===== src/rtl/lea_pkg.sv =====
// Package for the line editor and assembler: character codes, limits and the
// command type carried from the front part to the back part.
// Depends on nothing; every other file of the block but lea_ram imports it.
package lea_pkg;

  localparam int CHAR_W  = 8;
  localparam int LIMIT_W = 7;
  localparam int POS_W   = 7;

  localparam logic [CHAR_W-1:0]  CHAR_CR   = 8'h0D;
  localparam logic [CHAR_W-1:0]  CHAR_BS   = 8'h08;
  localparam logic [CHAR_W-1:0]  CHAR_LF   = 8'h0A;
  localparam logic [LIMIT_W-1:0] LIMIT_MIN = 7'd2;

  typedef enum logic {
    CMD_WRITE,
    CMD_END
  } cmd_kind_t;

  // CMD_WRITE: store data at position pos.
  // CMD_END:   emit pos characters from the store, flagged with ovf.
  typedef struct packed {
    cmd_kind_t          kind;
    logic [CHAR_W-1:0]  data;
    logic [POS_W-1:0]   pos;
    logic               ovf;
  } cmd_t;

endpackage


===== src/rtl/lea_rx_if.sv =====
// Input channel of the line editor: one received byte per transfer.
// Depends on lea_pkg.
interface lea_rx_if;
  import lea_pkg::*;

  logic              valid;
  logic              ready;
  logic [CHAR_W-1:0] rx_byte;

  modport source (output valid, output rx_byte, input ready);
  modport sink   (input valid, input rx_byte, output ready);
endinterface


===== src/rtl/lea_line_if.sv =====
// Output channel of the line editor: one character of a finished line per
// transfer, with its last, empty and overflow flags. Depends on lea_pkg.
interface lea_line_if;
  import lea_pkg::*;

  logic              valid;
  logic              ready;
  logic [CHAR_W-1:0] line_char;
  logic              line_last;
  logic              line_empty;
  logic              line_overflow;

  modport source (output valid, output line_char, output line_last,
                  output line_empty, output line_overflow, input ready);
  modport sink   (input valid, input line_char, input line_last,
                  input line_empty, input line_overflow, output ready);
endinterface


===== src/rtl/lea_ram.sv =====
// Generic single-write, single-read RAM with a registered read port.
// Depends on nothing.
module lea_ram #(
  parameter int WIDTH = 8,
  parameter int DEPTH = 64
) (
  input  logic                     clk,
  input  logic                     we,
  input  logic [$clog2(DEPTH)-1:0] waddr,
  input  logic [WIDTH-1:0]         wdata,
  input  logic                     re,
  input  logic [$clog2(DEPTH)-1:0] raddr,
  output logic [WIDTH-1:0]         rdata
);

  logic [WIDTH-1:0] mem [DEPTH];

  always_ff @(posedge clk) begin
    if (we) begin
      mem[waddr] <= wdata;
    end
    if (re) begin
      rdata <= mem[raddr];
    end
  end

endmodule


===== src/rtl/lea_front.sv =====
// Front part of the line editor: holds the line limit and the fill position,
// classifies each received byte and issues write or end-of-line commands.
// Depends on lea_pkg and lea_rx_if.
module lea_front #(
  parameter int LINE_MAX = 64
) (
  input  logic                          clk,
  input  logic                          rst,
  input  logic                          cfg_wr_en,
  input  logic [lea_pkg::LIMIT_W-1:0]   cfg_wr_data,
  lea_rx_if.sink                        rx,
  output logic                          cmd_valid,
  input  logic                          cmd_ready,
  output lea_pkg::cmd_t                 cmd
);
  import lea_pkg::*;

  localparam int AW = $clog2(LINE_MAX);

  logic [LIMIT_W-1:0] line_limit;
  logic [AW-1:0]      fill;
  logic [AW-1:0]      fill_next;
  logic [LIMIT_W-1:0] lim_eff;
  logic [LIMIT_W-1:0] lim_m1;
  logic               full;
  logic               accept;

  always_comb begin
    priority if (line_limit < LIMIT_MIN) begin
      lim_eff = LIMIT_MIN;
    end else if (line_limit > LIMIT_W'(LINE_MAX)) begin
      lim_eff = LIMIT_W'(LINE_MAX);
    end else begin
      lim_eff = line_limit;
    end
  end

  assign lim_m1   = lim_eff - LIMIT_W'(1);
  assign full     = LIMIT_W'(fill) >= lim_m1;
  assign rx.ready = cmd_ready;
  assign accept   = rx.valid && rx.ready;

  // Classification: end of line (normal or overflow), backspace, ignored
  // line feed, or an ordinary character to append.
  always_comb begin
    cmd_valid = 1'b0;
    cmd.kind  = CMD_WRITE;
    cmd.data  = rx.rx_byte;
    cmd.pos   = POS_W'(fill);
    cmd.ovf   = 1'b0;
    fill_next = fill;
    priority if (rx.rx_byte == CHAR_CR) begin
      cmd_valid = rx.valid;
      cmd.kind  = CMD_END;
      fill_next = '0;
    end else if (full) begin
      cmd_valid = rx.valid;
      cmd.kind  = CMD_END;
      cmd.ovf   = 1'b1;
      fill_next = '0;
    end else if (rx.rx_byte == CHAR_BS) begin
      if (fill != '0) begin
        fill_next = fill - AW'(1);
      end
    end else if (rx.rx_byte == CHAR_LF) begin
      fill_next = fill;
    end else begin
      cmd_valid = rx.valid;
      fill_next = fill + AW'(1);
    end
  end

  always_ff @(posedge clk) begin
    if (rst) begin
      line_limit <= LIMIT_W'(LINE_MAX);
      fill       <= '0;
    end else begin
      if (cfg_wr_en) begin
        line_limit <= cfg_wr_data;
      end
      if (accept) begin
        fill <= fill_next;
      end
    end
  end

endmodule


===== src/rtl/lea_queue.sv =====
// Two-entry command queue between the front and back parts of the line editor.
// Depends on lea_pkg.
module lea_queue (
  input  logic          clk,
  input  logic          rst,
  input  logic          push_valid,
  output logic          push_ready,
  input  lea_pkg::cmd_t push_cmd,
  output logic          pop_valid,
  input  logic          pop_ready,
  output lea_pkg::cmd_t pop_cmd
);
  import lea_pkg::*;

  cmd_t       entry [2];
  logic       wr_ptr;
  logic       rd_ptr;
  logic [1:0] count;
  logic       push;
  logic       pop;

  assign push_ready = count != 2'd2;
  assign pop_valid  = count != 2'd0;
  assign pop_cmd    = entry[rd_ptr];
  assign push       = push_valid && push_ready;
  assign pop        = pop_valid && pop_ready;

  always_ff @(posedge clk) begin
    if (push) begin
      entry[wr_ptr] <= push_cmd;
    end
  end

  always_ff @(posedge clk) begin
    if (rst) begin
      wr_ptr <= 1'b0;
      rd_ptr <= 1'b0;
      count  <= 2'd0;
    end else begin
      if (push) begin
        wr_ptr <= ~wr_ptr;
      end
      if (pop) begin
        rd_ptr <= ~rd_ptr;
      end
      unique case ({push, pop})
        2'b10:   count <= count + 2'd1;
        2'b01:   count <= count - 2'd1;
        default: count <= count;
      endcase
    end
  end

endmodule


===== src/rtl/lea_back.sv =====
// Back part of the line editor: carries out queued commands, writing the
// character store and reading a finished line out through an output register.
// Depends on lea_pkg, lea_line_if and lea_ram.
module lea_back #(
  parameter int LINE_MAX = 64
) (
  input  logic          clk,
  input  logic          rst,
  input  logic          cmd_valid,
  output logic          cmd_ready,
  input  lea_pkg::cmd_t cmd,
  lea_line_if.source    line
);
  import lea_pkg::*;

  localparam int AW = $clog2(LINE_MAX);

  typedef enum logic {
    S_IDLE,
    S_EMIT
  } state_t;

  state_t            state;
  logic [AW-1:0]     cnt;
  logic [AW-1:0]     last_idx;
  logic              ovf;
  logic              out_valid;
  logic [CHAR_W-1:0] out_char;
  logic              out_last;
  logic              out_empty;
  logic              out_ovf;

  logic              out_free;
  logic              out_load;
  logic              pop;
  logic              cmd_len_zero;
  logic [POS_W-1:0]  pos_m1;
  logic              at_last;
  logic              ram_we;
  logic              ram_re;
  logic [AW-1:0]     ram_raddr;
  logic [CHAR_W-1:0] ram_rdata;

  assign out_free     = !out_valid || line.ready;
  assign cmd_len_zero = cmd.pos == '0;
  assign pos_m1       = cmd.pos - POS_W'(1);
  assign at_last      = cnt == last_idx;
  assign cmd_ready    = (state == S_IDLE) &&
                        (cmd.kind == CMD_WRITE || !cmd_len_zero || out_free);
  assign pop          = cmd_valid && cmd_ready;
  assign ram_we       = pop && cmd.kind == CMD_WRITE;

  // The output register takes a new result for an empty line or for each
  // character read out while emitting.
  assign out_load = ((state == S_IDLE) && pop && cmd.kind == CMD_END && cmd_len_zero) ||
                    ((state == S_EMIT) && out_free);

  always_comb begin
    ram_re    = 1'b0;
    ram_raddr = cnt + AW'(1);
    unique case (state)
      S_IDLE: begin
        ram_re    = pop && cmd.kind == CMD_END && !cmd_len_zero;
        ram_raddr = '0;
      end
      S_EMIT: begin
        ram_re = out_free && !at_last;
      end
      default: begin
        ram_re = 1'b0;
      end
    endcase
  end

  lea_ram #(
    .WIDTH (CHAR_W),
    .DEPTH (LINE_MAX)
  ) u_store (
    .clk   (clk),
    .we    (ram_we),
    .waddr (cmd.pos[AW-1:0]),
    .wdata (cmd.data),
    .re    (ram_re),
    .raddr (ram_raddr),
    .rdata (ram_rdata)
  );

  assign line.valid         = out_valid;
  assign line.line_char     = out_char;
  assign line.line_last     = out_last;
  assign line.line_empty    = out_empty;
  assign line.line_overflow = out_ovf;

  always_ff @(posedge clk) begin
    if (rst) begin
      state     <= S_IDLE;
      out_valid <= 1'b0;
    end else begin
      if (out_load) begin
        out_valid <= 1'b1;
      end else if (line.ready) begin
        out_valid <= 1'b0;
      end
      unique case (state)
        S_IDLE: begin
          if (pop && cmd.kind == CMD_END) begin
            if (cmd_len_zero) begin
              out_char  <= '0;
              out_last  <= 1'b1;
              out_empty <= 1'b1;
              out_ovf   <= cmd.ovf;
            end else begin
              cnt      <= '0;
              last_idx <= pos_m1[AW-1:0];
              ovf      <= cmd.ovf;
              state    <= S_EMIT;
            end
          end
        end
        S_EMIT: begin
          if (out_free) begin
            out_char  <= ram_rdata;
            out_last  <= at_last;
            out_empty <= 1'b0;
            out_ovf   <= ovf;
            if (at_last) begin
              state <= S_IDLE;
            end else begin
              cnt <= cnt + AW'(1);
            end
          end
        end
        default: begin
          state <= S_IDLE;
        end
      endcase
    end
  end

endmodule


===== src/rtl/line_editor_assembler.sv =====
// Line editor and assembler. Received bytes arrive one transfer at a time on
// rx and are assembled into a command line: carriage return ends the line,
// backspace removes the last character if there is one, line feed is ignored,
// and any other byte is appended. Once the line holds line_limit - 1
// characters (line_limit saturated to the range 2 to LINE_MAX), the next byte
// other than carriage return ends the line with the overflow flag set, and
// that byte is dropped. A finished line leaves on the line channel as one
// transfer per character with line_last on the final one; an empty line gives
// a single transfer with line_char zero and line_empty set. The front part
// takes one byte per cycle while the two-entry command queue has room. The
// back part writes each stored character into the character store and, at a
// line end, starts the store read through its single read port and then
// emits the characters in order; the output register lets the front keep
// accepting bytes while a result waits to be taken. line_limit is written
// through cfg_wr_en and cfg_wr_data, and should only be changed while no line
// is being emitted.
// Depends on lea_pkg, lea_rx_if, lea_line_if, lea_ram, lea_front, lea_queue
// and lea_back.
module line_editor_assembler #(
  parameter int LINE_MAX = 64
) (
  input  logic                        clk,
  input  logic                        rst,
  input  logic                        cfg_wr_en,
  input  logic [lea_pkg::LIMIT_W-1:0] cfg_wr_data,
  lea_rx_if.sink                      rx,
  lea_line_if.source                  line
);
  import lea_pkg::*;

  // Commands travel from the front to the queue ...
  logic front_valid;
  logic front_ready;
  cmd_t front_cmd;

  // ... and from the queue to the back part.
  logic back_valid;
  logic back_ready;
  cmd_t back_cmd;

  lea_front #(
    .LINE_MAX (LINE_MAX)
  ) u_front (
    .clk         (clk),
    .rst         (rst),
    .cfg_wr_en   (cfg_wr_en),
    .cfg_wr_data (cfg_wr_data),
    .rx          (rx),
    .cmd_valid   (front_valid),
    .cmd_ready   (front_ready),
    .cmd         (front_cmd)
  );

  lea_queue u_queue (
    .clk        (clk),
    .rst        (rst),
    .push_valid (front_valid),
    .push_ready (front_ready),
    .push_cmd   (front_cmd),
    .pop_valid  (back_valid),
    .pop_ready  (back_ready),
    .pop_cmd    (back_cmd)
  );

  // The back part owns the character store and the output register.
  lea_back #(
    .LINE_MAX (LINE_MAX)
  ) u_back (
    .clk       (clk),
    .rst       (rst),
    .cmd_valid (back_valid),
    .cmd_ready (back_ready),
    .cmd       (back_cmd),
    .line      (line)
  );

endmodule

===== src/flat_wrapper.sv =====
// flat-port wrapper written by rule: the top's interface ports become plain ports
module line_editor_assembler_flat import lea_pkg::*;
#(
  parameter int LINE_MAX = 64
)
  (clk, rst, cfg_wr_en, cfg_wr_data, rx_valid, rx_rx_byte, rx_ready, line_valid, line_line_char, line_line_last, line_line_empty, line_line_overflow, line_ready);
  lea_rx_if rx_i ();
  lea_line_if line_i ();
  input  logic clk;
  input  logic rst;
  input  logic cfg_wr_en;
  input  logic [lea_pkg::LIMIT_W-1:0] cfg_wr_data;
  input wire logic [$bits(rx_i.valid)-1:0] rx_valid;
  input wire logic [$bits(rx_i.rx_byte)-1:0] rx_rx_byte;
  output wire logic [$bits(rx_i.ready)-1:0] rx_ready;
  output wire logic [$bits(line_i.valid)-1:0] line_valid;
  output wire logic [$bits(line_i.line_char)-1:0] line_line_char;
  output wire logic [$bits(line_i.line_last)-1:0] line_line_last;
  output wire logic [$bits(line_i.line_empty)-1:0] line_line_empty;
  output wire logic [$bits(line_i.line_overflow)-1:0] line_line_overflow;
  input wire logic [$bits(line_i.ready)-1:0] line_ready;
  assign rx_i.valid = rx_valid;
  assign rx_i.rx_byte = rx_rx_byte;
  assign rx_ready = rx_i.ready;
  assign line_valid = line_i.valid;
  assign line_line_char = line_i.line_char;
  assign line_line_last = line_i.line_last;
  assign line_line_empty = line_i.line_empty;
  assign line_line_overflow = line_i.line_overflow;
  assign line_i.ready = line_ready;
  line_editor_assembler #(.LINE_MAX(LINE_MAX)) u_core (.clk(clk), .rst(rst), .cfg_wr_en(cfg_wr_en), .cfg_wr_data(cfg_wr_data), .rx(rx_i), .line(line_i));
endmodule

===== config.mk =====
export PLATFORM = sky130hd
export DESIGN_NAME = line_editor_assembler_flat
export DESIGN_NICKNAME = d
export VERILOG_FILES = /design/src/rtl/lea_pkg.sv /design/src/rtl/lea_rx_if.sv /design/src/rtl/lea_line_if.sv /design/src/rtl/lea_ram.sv /design/src/rtl/lea_front.sv /design/src/rtl/lea_queue.sv /design/src/rtl/lea_back.sv /design/src/rtl/line_editor_assembler.sv /design/src/flat_wrapper.sv
export SDC_FILE = /design/constraint.sdc
export NUM_CORES = 1
export LEC_CHECK = 0
export ABC_AREA = 0
export BUFFER_PORTS_ARGS = -buffer_cell sky130_fd_sc_hd__buf_2
export CAP_MARGIN = 30
export CORE_MARGIN = 8
export CORE_UTILIZATION = 30
export CTS_BUF_LIST = sky130_fd_sc_hd__clkbuf_4 sky130_fd_sc_hd__clkbuf_8
export CTS_CLUSTER_SIZE = 30
export DETAILED_ROUTE_END_ITERATION = 8
export HOLD_SLACK_MARGIN = 0.03
export PLACE_DENSITY = 0.46
export SKIP_CTS_REPAIR_TIMING = 1
export SYNTH_ARGS = -nofsm -noshare
export SYNTH_HDL_FRONTEND = slang
export SYNTH_SLANG_ARGS = --single-unit

===== constraint.sdc =====
create_clock -name clk -period 3.7 [get_ports clk]
set_input_delay 0.185 -clock clk [delete_from_list [all_inputs] [get_ports clk]]
set_output_delay 0.185 -clock clk [all_outputs]
set_load 0.01 [all_outputs]

* After elaboration in Yosys (flattened, before gate mapping)
Memory sizes are Yosys's and may differ from the RTL's. A register that Yosys moved wholly into a read port is not among the register bits.
Index checks and enable logic that the tools add are counted.
** Cells by class
- Add/sub/neg operators :: 7
- Order comparisons :: 3
- Eq/ne operators :: 14
- Muxes and demuxes :: 49
- Bitwise logic cells :: 6
- Reduce and logical (&&, ||, !) cells :: 28
** Operators by type and width (number)
- $mux W6 :: 10
- $mux W1 :: 26
- $eq A8 B4 Y1 const B :: 3
- $mux W8 :: 3
- $pmux W8 S2 :: 1
- $mux W7 :: 2
- $add A6 B1 Y6 const B :: 2
- $logic_and A1 B1 Y1 :: 12
- $pmux W6 S2 :: 1
- $sub A6 B1 Y6 const B :: 2
- $pmux W1 S2 :: 5
- $ne A2 B2 Y1 const B :: 4
- $reduce_and A4 Y1 :: 2
- $ge A6 B7 Y1 :: 1
- $gt A7 B7 Y1 const B :: 1
- $logic_not A7 Y1 :: 1
- $lt A7 B2 Y1 const B :: 1
- $sub A7 B1 Y7 const B :: 1
- $eq A6 B6 Y1 :: 1
- $not A1 Y1 :: 6
- $reduce_bool A2 Y1 :: 3
- $reduce_bool A6 Y1 :: 1
- $reduce_and A5 Y1 :: 1
- $logic_or A1 B1 Y1 :: 4
- 10 further kinds :: 13
** Word-level totals
- Bits in registers :: 43
- Bits in writable memories :: 544
- Output and inout port bits :: 13
- Logic and storage cells :: 123
- Memories :: 2
** Memory list
- u_core.u_back.u_store.mem :: words 64, bits a word 8, read ports 1, clocked after memory_dff 1, write ports 1, line lea_ram.sv:16 : logic [WIDTH-1:0] mem [DEPTH];
- u_core.u_queue.entry :: words 2, bits a word 16, read ports 1, clocked after memory_dff 1, write ports 1, line lea_queue.sv:15 : cmd_t entry [2];

* Depth between registers and ports, before layout
- Depth after elaboration :: 11
- Mapped depth :: 16
- Gate-level depth less buffers :: 16

* By module
A second synthesis with hierarchy kept.
** Second synthesis, totals
- Cell total of the unflattened synthesis :: 1245
- Area total of the unflattened synthesis :: 24034.3 um2
** By module, submodules not included
- lea_ram :: times used 1, cells each 940, area each 20246.9 um2, sequential area each 15615.0 um2
- lea_queue :: times used 1, cells each 77, area each 1445.1 um2, sequential area each 1121.1 um2
- lea_back :: times used 1, cells each 93, area each 1194.9 um2, sequential area each 760.7 um2
- lea_front :: times used 1, cells each 135, area each 1147.4 um2, sequential area each 260.2 um2

* Worst setup path after synthesis
OpenSTA, ideal clock, no wires.
- Path kind :: reg2reg
- Start :: register u_core.u_front.line_limit[2]
- End :: memory u_core.u_queue.entry[1][0] (netlist name) (enable)
- Data arrival time :: 2.950 ns
- Data required time :: 3.312 ns
- Setup slack :: 0.361 ns
- Cell stages (with the launch flop) :: 13
- Buffers on the path :: 0
- Path through :: dfxtp_1 -> nor4_1 -> nand2b_1 -> nand3_1 -> ha_1 -> o21a_1 -> a31oi_1 -> ha_1 -> nand3_1 -> o21ai_0 -> nand2_1 -> a21o_1 -> nor2_1
** On the way
- Cells in the longest elaborated chain, start to end :: 10
- Elaborated cells on any way between the ends :: 11
- Classes of those cells :: 1 x add/sub; 3 x order compare; 6 x mux; 1 x reduce/logical
** Ends and longest elaborated chain
- from (decl) :: line lea_front.sv:20 : logic [LIMIT_W-1:0] line_limit;
- from (signal assigned) :: line lea_front.sv:75 : line_limit <= LIMIT_W'(LINE_MAX);
- from (signal assigned) :: line lea_front.sv:79 : line_limit <= cfg_wr_data;
- $gt A7 B7 Y1 :: line lea_front.sv:31 : end else if (line_limit > LIMIT_W'(LINE_MAX)) begin
- $mux W7 :: line lea_front.sv:31
- $mux W7 (*) :: line lea_front.sv:29 : priority if (line_limit < LIMIT_MIN) begin
- $sub A7 B1 Y7 (*) :: line lea_front.sv:38 : assign lim_m1 = lim_eff - LIMIT_W'(1);
- $ge A6 B7 Y1 (*) :: line lea_front.sv:39 : assign full = LIMIT_W'(fill) >= lim_m1;
- $mux W1 (*) :: line lea_front.sv:56 : end else if (full) begin
- $mux W1 (*) :: line lea_front.sv:52 : priority if (rx.rx_byte == CHAR_CR) begin
- $logic_and A1 B1 Y1 (*) :: line lea_queue.sv:25 : assign push = push_valid && push_ready;
- $mux W1 (*) :: line lea_queue.sv:29 : if (push) begin
- $mux W1 (implied by the code) (*) :: line lea_queue.sv:30 : entry[wr_ptr] <= push_cmd;
- to (decl) :: line lea_queue.sv:15
Every way passes the cells marked *; elsewhere a longest branch is shown, timed or not.

* Worst setup path in the final report
- Start :: register u_core.u_front.line_limit[2]
- End :: register u_core.u_queue.count[1]
** On the way
- Cells in the longest elaborated chain, start to end :: 10
- Elaborated cells on any way between the ends :: 13
- Classes of those cells :: 1 x add/sub; 3 x order compare; 2 x eq/ne; 5 x mux; 2 x reduce/logical
** Ends and longest elaborated chain
- $gt A7 B7 Y1 :: line lea_front.sv:31
- $mux W7 :: line lea_front.sv:31
- $mux W7 (*) :: line lea_front.sv:29
- $sub A7 B1 Y7 (*) :: line lea_front.sv:38
- $ge A6 B7 Y1 (*) :: line lea_front.sv:39
- $mux W1 (*) :: line lea_front.sv:56
- $mux W1 (*) :: line lea_front.sv:52
- $logic_and A1 B1 Y1 (*) :: line lea_queue.sv:25
- $eq A2 B1 Y1 / $eq A2 B2 Y1 (equally long branches) :: line lea_queue.sv:46 : unique case ({push, pop})
- $pmux W2 S2 / $reduce_bool A2 Y1 (equally long branches)
- to (signal assigned) :: line lea_queue.sv:47 : 2'b10: count <= count + 2'd1;
- to (signal assigned) :: line lea_queue.sv:48 : 2'b01: count <= count - 2'd1;
- to (signal assigned) :: line lea_queue.sv:49 : default: count <= count;
- to (decl) :: line lea_queue.sv:18 : logic [1:0] count;
Marked as above.
A chain may end at the register's enable or synchronous reset.

==> metrics.md <==
| Metric | Value |
|---|---|
| Starting Density | `30.2%` |
| Num rows | `104` |
| CTS H-Tree Depth | `3` |
| Gr ovfl total | `0` |
| Comb power frac | `21.4%` |
| Area share of the largest cell type after synthesis | `a little over 70%` |
| RePlAce Congestion | `0.899` |
| Synth Area per Inst | `16.4 um2` |
| Post-synthesis sequential area ratio | `72.8%` |
| Core area | `around 80000 um2` |
| Distinct cells, synth | `77` |
| Clock Latency Late Sink | `0.70 ns` |
| Cell taking the most area after synthesis | `edfxtp_1` |
| Data arrival, critical path | `4.06 ns` |
| Post-place setup slack | `0.147 ns` |
| Non-filler cells, final | `2846` |
| Post-DR vias/cell | `5.04` |
| WS Path Type | `reg -> reg` |
| WHS Path Cells | `2` |
| Post-place instance area | `26500 um2` |
| Worst hold path startpoint | `rx_rx_byte[7]` |
| Worst-path maximum fanout | `6` |
| Number of global-route vias before repair | `approximately 15000` |
| Fmax | `around 290 MHz` |
| Final Slew Violations | `0` |
| Status | `complete, no violations` |
| DIE AREA | `90400 um2` |
| Netlist Area Pre-Place | `24300 um2` |
| Pwr Density | `622 nW/um2` |
| CTS tree | `built` |
| Maxcap violations | `0` |
| Post-route total power | `roughly 18 mW` |
| Synth Net Count | `1514` |
| Post-synth EDFFs | `576` |
| # DRC | `0` |
| DRT antenna net count | `0` |
| Ys Warns | `0` |
| Final instance area | `28800 um2` |
| Met2 WL | `34000 um` |
| Startpoint Class | `flop` |
| Crit path buffers/inverters | `0` |
| Initial DRC Count | `1253` |
| Storage cell area | `17700 um2` |
| Dpl cells | `~2600` |
| Skew final | `0.0459 ns` |
| Hold Vio Cnt, Final | `0` |
| Min cycle time layout | `about 3.4 ns` |
| HP Class | `in -> reg` |
| Clock buffer depth | `3` |
| Asr flop ratio synth | `0%` |
| Max IR drop VDD | `between 0.2 and 0.25 mV` |
| Die Width | `301 um` |
| Total Nets Final | `1749` |
| Die Y | `301 um` |
| First-pass GRT wire length | `103000 um` |
| HPWL after DPL | `46300 um` |
| Drt wl/cell | `24.9 um` |
| Reg clk slew, reported paths | `roughly 0.060 ns` |
| Worst R2R Start | `u_core.u_front.line_limit[2]$_SDFFE_PP0P_` |
| TritonRoute pass-1 iters | `6` |
| Met3 wire len | `3400 um` |
| CP startpoint | `u_core.u_front.line_limit[2]$_SDFFE_PP0P_` |
| DRT Wirelength | `between 70000 and 80000 um` |
| Yosys reg bits | `596` |
| Clk network pwr share | `a little under a third` |
| R2R Path End | `u_core.u_queue.count[1]$_SDFFE_PP0P_` |
| CTS sink cnt | `just under 600` |
| # port buffers | `32` |
| Area contributors post-synth | `edfxtp_1 71%, mux4_2 5.6%, mux2i_1 2.8%` |
| Period utilization | `92.9%` |
| Register share of total power | `47.0%` |
| # IOs | `33` |
| CP max stage delay | `0.45 ns` |
| Initial antenna violation count | `3` |
| DR top layer | `met4` |
| Share of cells above drive strength 1 | `between 20% and 30%` |
| Layout Area Growth over Synthesis | `18.3%` |
| LEAKAGE | `between 9 and 10 nW` |
| Fillers | `7656` |
| Critical-path cell list | `nor4_2 > nand2b_1 > nand3_1 > ha_1 > nand2_1 > a31oi_1 > ha_1 > a21o_1 > a21oi_1 > o21ai_0 > nand2_1 > a21o_1 > ha_1 > or3_1 > a21oi_1` |
| CP dominant cell by count | `ha_1` |
| CP Data Required Time | `around 4.3 ns` |
| # setup viols final | `0` |
| Net Sw Frac | `30.4%` |
| Slowest cell on crit path | `nor4_2` |
| TritonCTS Buffers | `100` |
| Final WS setup | `0.262 ns` |
| Register-to-Register Path Depth | `15` |
| Synth Flop Type | `edfxtp_1` |
| Pint | `12.4 mW` |
| Crit. End Element | `flop` |
| CTS root buf | `clkbuf_8` |
| Met1 Wirelength | `31400 um` |
| Vias | `14300` |
| Largest net degree at the start of global routing | `65` |
| CP delay by family, top | `simple AND/OR/NAND/NOR gates` |
| Net Switching | `5.44 mW` |
| GR Util All Layers | `15.4%` |
| Slew HR | `a little under two fifths` |
| Post-Route Setup TNS | `0 ns` |
| RSZ-0062 raised after global routing | `false` |
| Multi-input logic area | `~6000 um2` |
| Reg2Reg Setup Slack | `0.26 ns` |
| Hold endpoint | `u_core.u_queue.entry[0][14]$_DFFE_PP_` |
| Post-Synthesis Cells | `1479` |
| Slew @ Worst Pin | `0.938 ns` |
-- placed cells by master (no fill, tap or decap), drive strengths merged, types with 4 or more instances in the layout --
cell and instances:
nor4 8, nand2 96, clkinv 34, a31oi 15, clkbuf 132, dlygate4sd3 33, ha 14, o211ai 14
or4 4, a311oi 4, buf 176, or3 4, a21o 4, nand2b 7, nor3 26, mux2i 69
dfxtp 20, and3 13, inv 19, a211oi 9, nor2b 9, o31ai 8, a21oi 45, edfxtp 576
nor2 128, and2 15, xor2 10, mux2 28, a221oi 23, o221ai 14, nand3 35, a22oi 15
nand4 9, o22ai 21, mux4 60, xnor2 15, o21ai 26
-- logic make-up (layout without fill, tap and decap cells) --
logic type,Yosys count,after routing,share of synthesized area [%]
buf+inv,95,400,2.22
xor+xnor,25,25,0.978
mux,157,157,9.76
compound gates,229,229,6.57
flops,596,596,72.8
other cells,0,2,0
simple gates,362,362,6.87
fa+ha+maj,15,15,0.803
-- synth_stat cells, types with 4 or more instances --
cell      number
a211oi_1       9
buf_4         12
edfxtp_1     576
xnor2_1       15
dfxtp_1       20
clkbuf_1      22
a311oi_1       4
or3_1          4
a221oi_1      23
mux4_2        60
buf_6          6
ha_1          14
o31ai_1        8
a21oi_1       44
mux2_2        28
mux2i_1       67
o22ai_1       21
nor4_1         8
and3_1        12
nand2b_1       6
o211ai_1      14
a31oi_1       15
nor2_1       128
o221ai_1      14
nor3_1        26
nand4_1        9
nand3_1       35
or4_1          4
nor2b_1        9
o21ai_0       25
buf_2         30
and2_1        15
xor2_1         9
a21o_1         4
inv_1         12
a22oi_1       15
nand2_1       95
-- worst reg2reg max path: stages (launching register included) --
cell	delay (ns)
dfxtp_1	0.36
nor4_2	0.45
nand2b_1	0.11
nand3_1	0.13
ha_1	0.26
nand2_1	0.08
a31oi_1	0.19
ha_1	0.27
a21o_1	0.18
a21oi_1	0.13
o21ai_0	0.15
nand2_1	0.11
a21o_1	0.18
ha_1	0.28
or3_1	0.36
a21oi_1	0.14
-- power groups by stage --
stage	clock, mW	sequential, mW	combinational (mW)
after floorplan	0	8.40	2.18
after global placement	0	8.54	3.78
after detailed placement	0	8.54	3.81
after CTS	5.82	8.40	3.82
after global routing	6.10	8.42	4.05
final	5.67	8.40	3.82
-- metal layers --
metal | GRT usage, % | vias to the layer above
li1 | - | 6371
met1 | 20.6 | 7461
met3 | 2.59 | 106
met4 | 5.59 | 0
met5 | 0 | -
met2 | 25.2 | 406
-- sequential cells by signal (all words and copies together) (netlist names), named ones only --
signal and flops:
u_core.u_back.last_idx 6, u_core.u_back.line.line_last 1, u_core.u_back.u_store.mem 512, u_core.u_front.line_limit 7, u_core.u_back.line.line_char 8, u_core.u_back.u_store.rdata 8
u_core.u_back.line.valid 1, u_core.u_queue.count 2, u_core.u_queue.rd_ptr 1, u_core.u_front.fill 6, u_core.u_back.cnt 6, u_core.u_back.ovf 1
u_core.u_queue.wr_ptr 1, u_core.u_back.line.line_empty 1, u_core.u_back.line.line_overflow 1, u_core.u_queue.entry 32, u_core.u_back.state 1
-- layout make-up --
class | count | share of cell area (%)
sequential | 596 | 61.5
multi-input combinational | 788 | 21.1
timing repair buffer | 209 | 5.81
clock buffer | 132 | 5.64
tap | 1060 | 4.61
clock inverter | 40 | 0.953
inverter | 19 | 0.296
antenna | 2 | 0.0174
-- worst max path at each step --
stage	slack, ns	to	cells after the start
after floorplan	0.36	u_core.u_queue.entry[1][0]$_DFFE_PP_	12
after global placement	0.13	u_core.u_queue.count[1]$_SDFFE_PP0P_	15
after detailed placement	0.15	u_core.u_queue.count[1]$_SDFFE_PP0P_	15
after CTS	0.12	u_core.u_queue.count[1]$_SDFFE_PP0P_	15
after global routing	0.03	u_core.u_queue.count[1]$_SDFFE_PP0P_	15
final	0.26	u_core.u_queue.count[1]$_SDFFE_PP0P_	15
-- through the flow --
stage | utilization, % | hold slack (ns)
floorplan | - | 0.284
global placement | 33.0 | 0.409
detailed placement | 33.0 | 0.406
CTS | 35.3 | -0.363
global route | 35.8 | 0.231
finish | 35.8 | 0.253
Note: power is estimated with default switching activity, not from simulation.
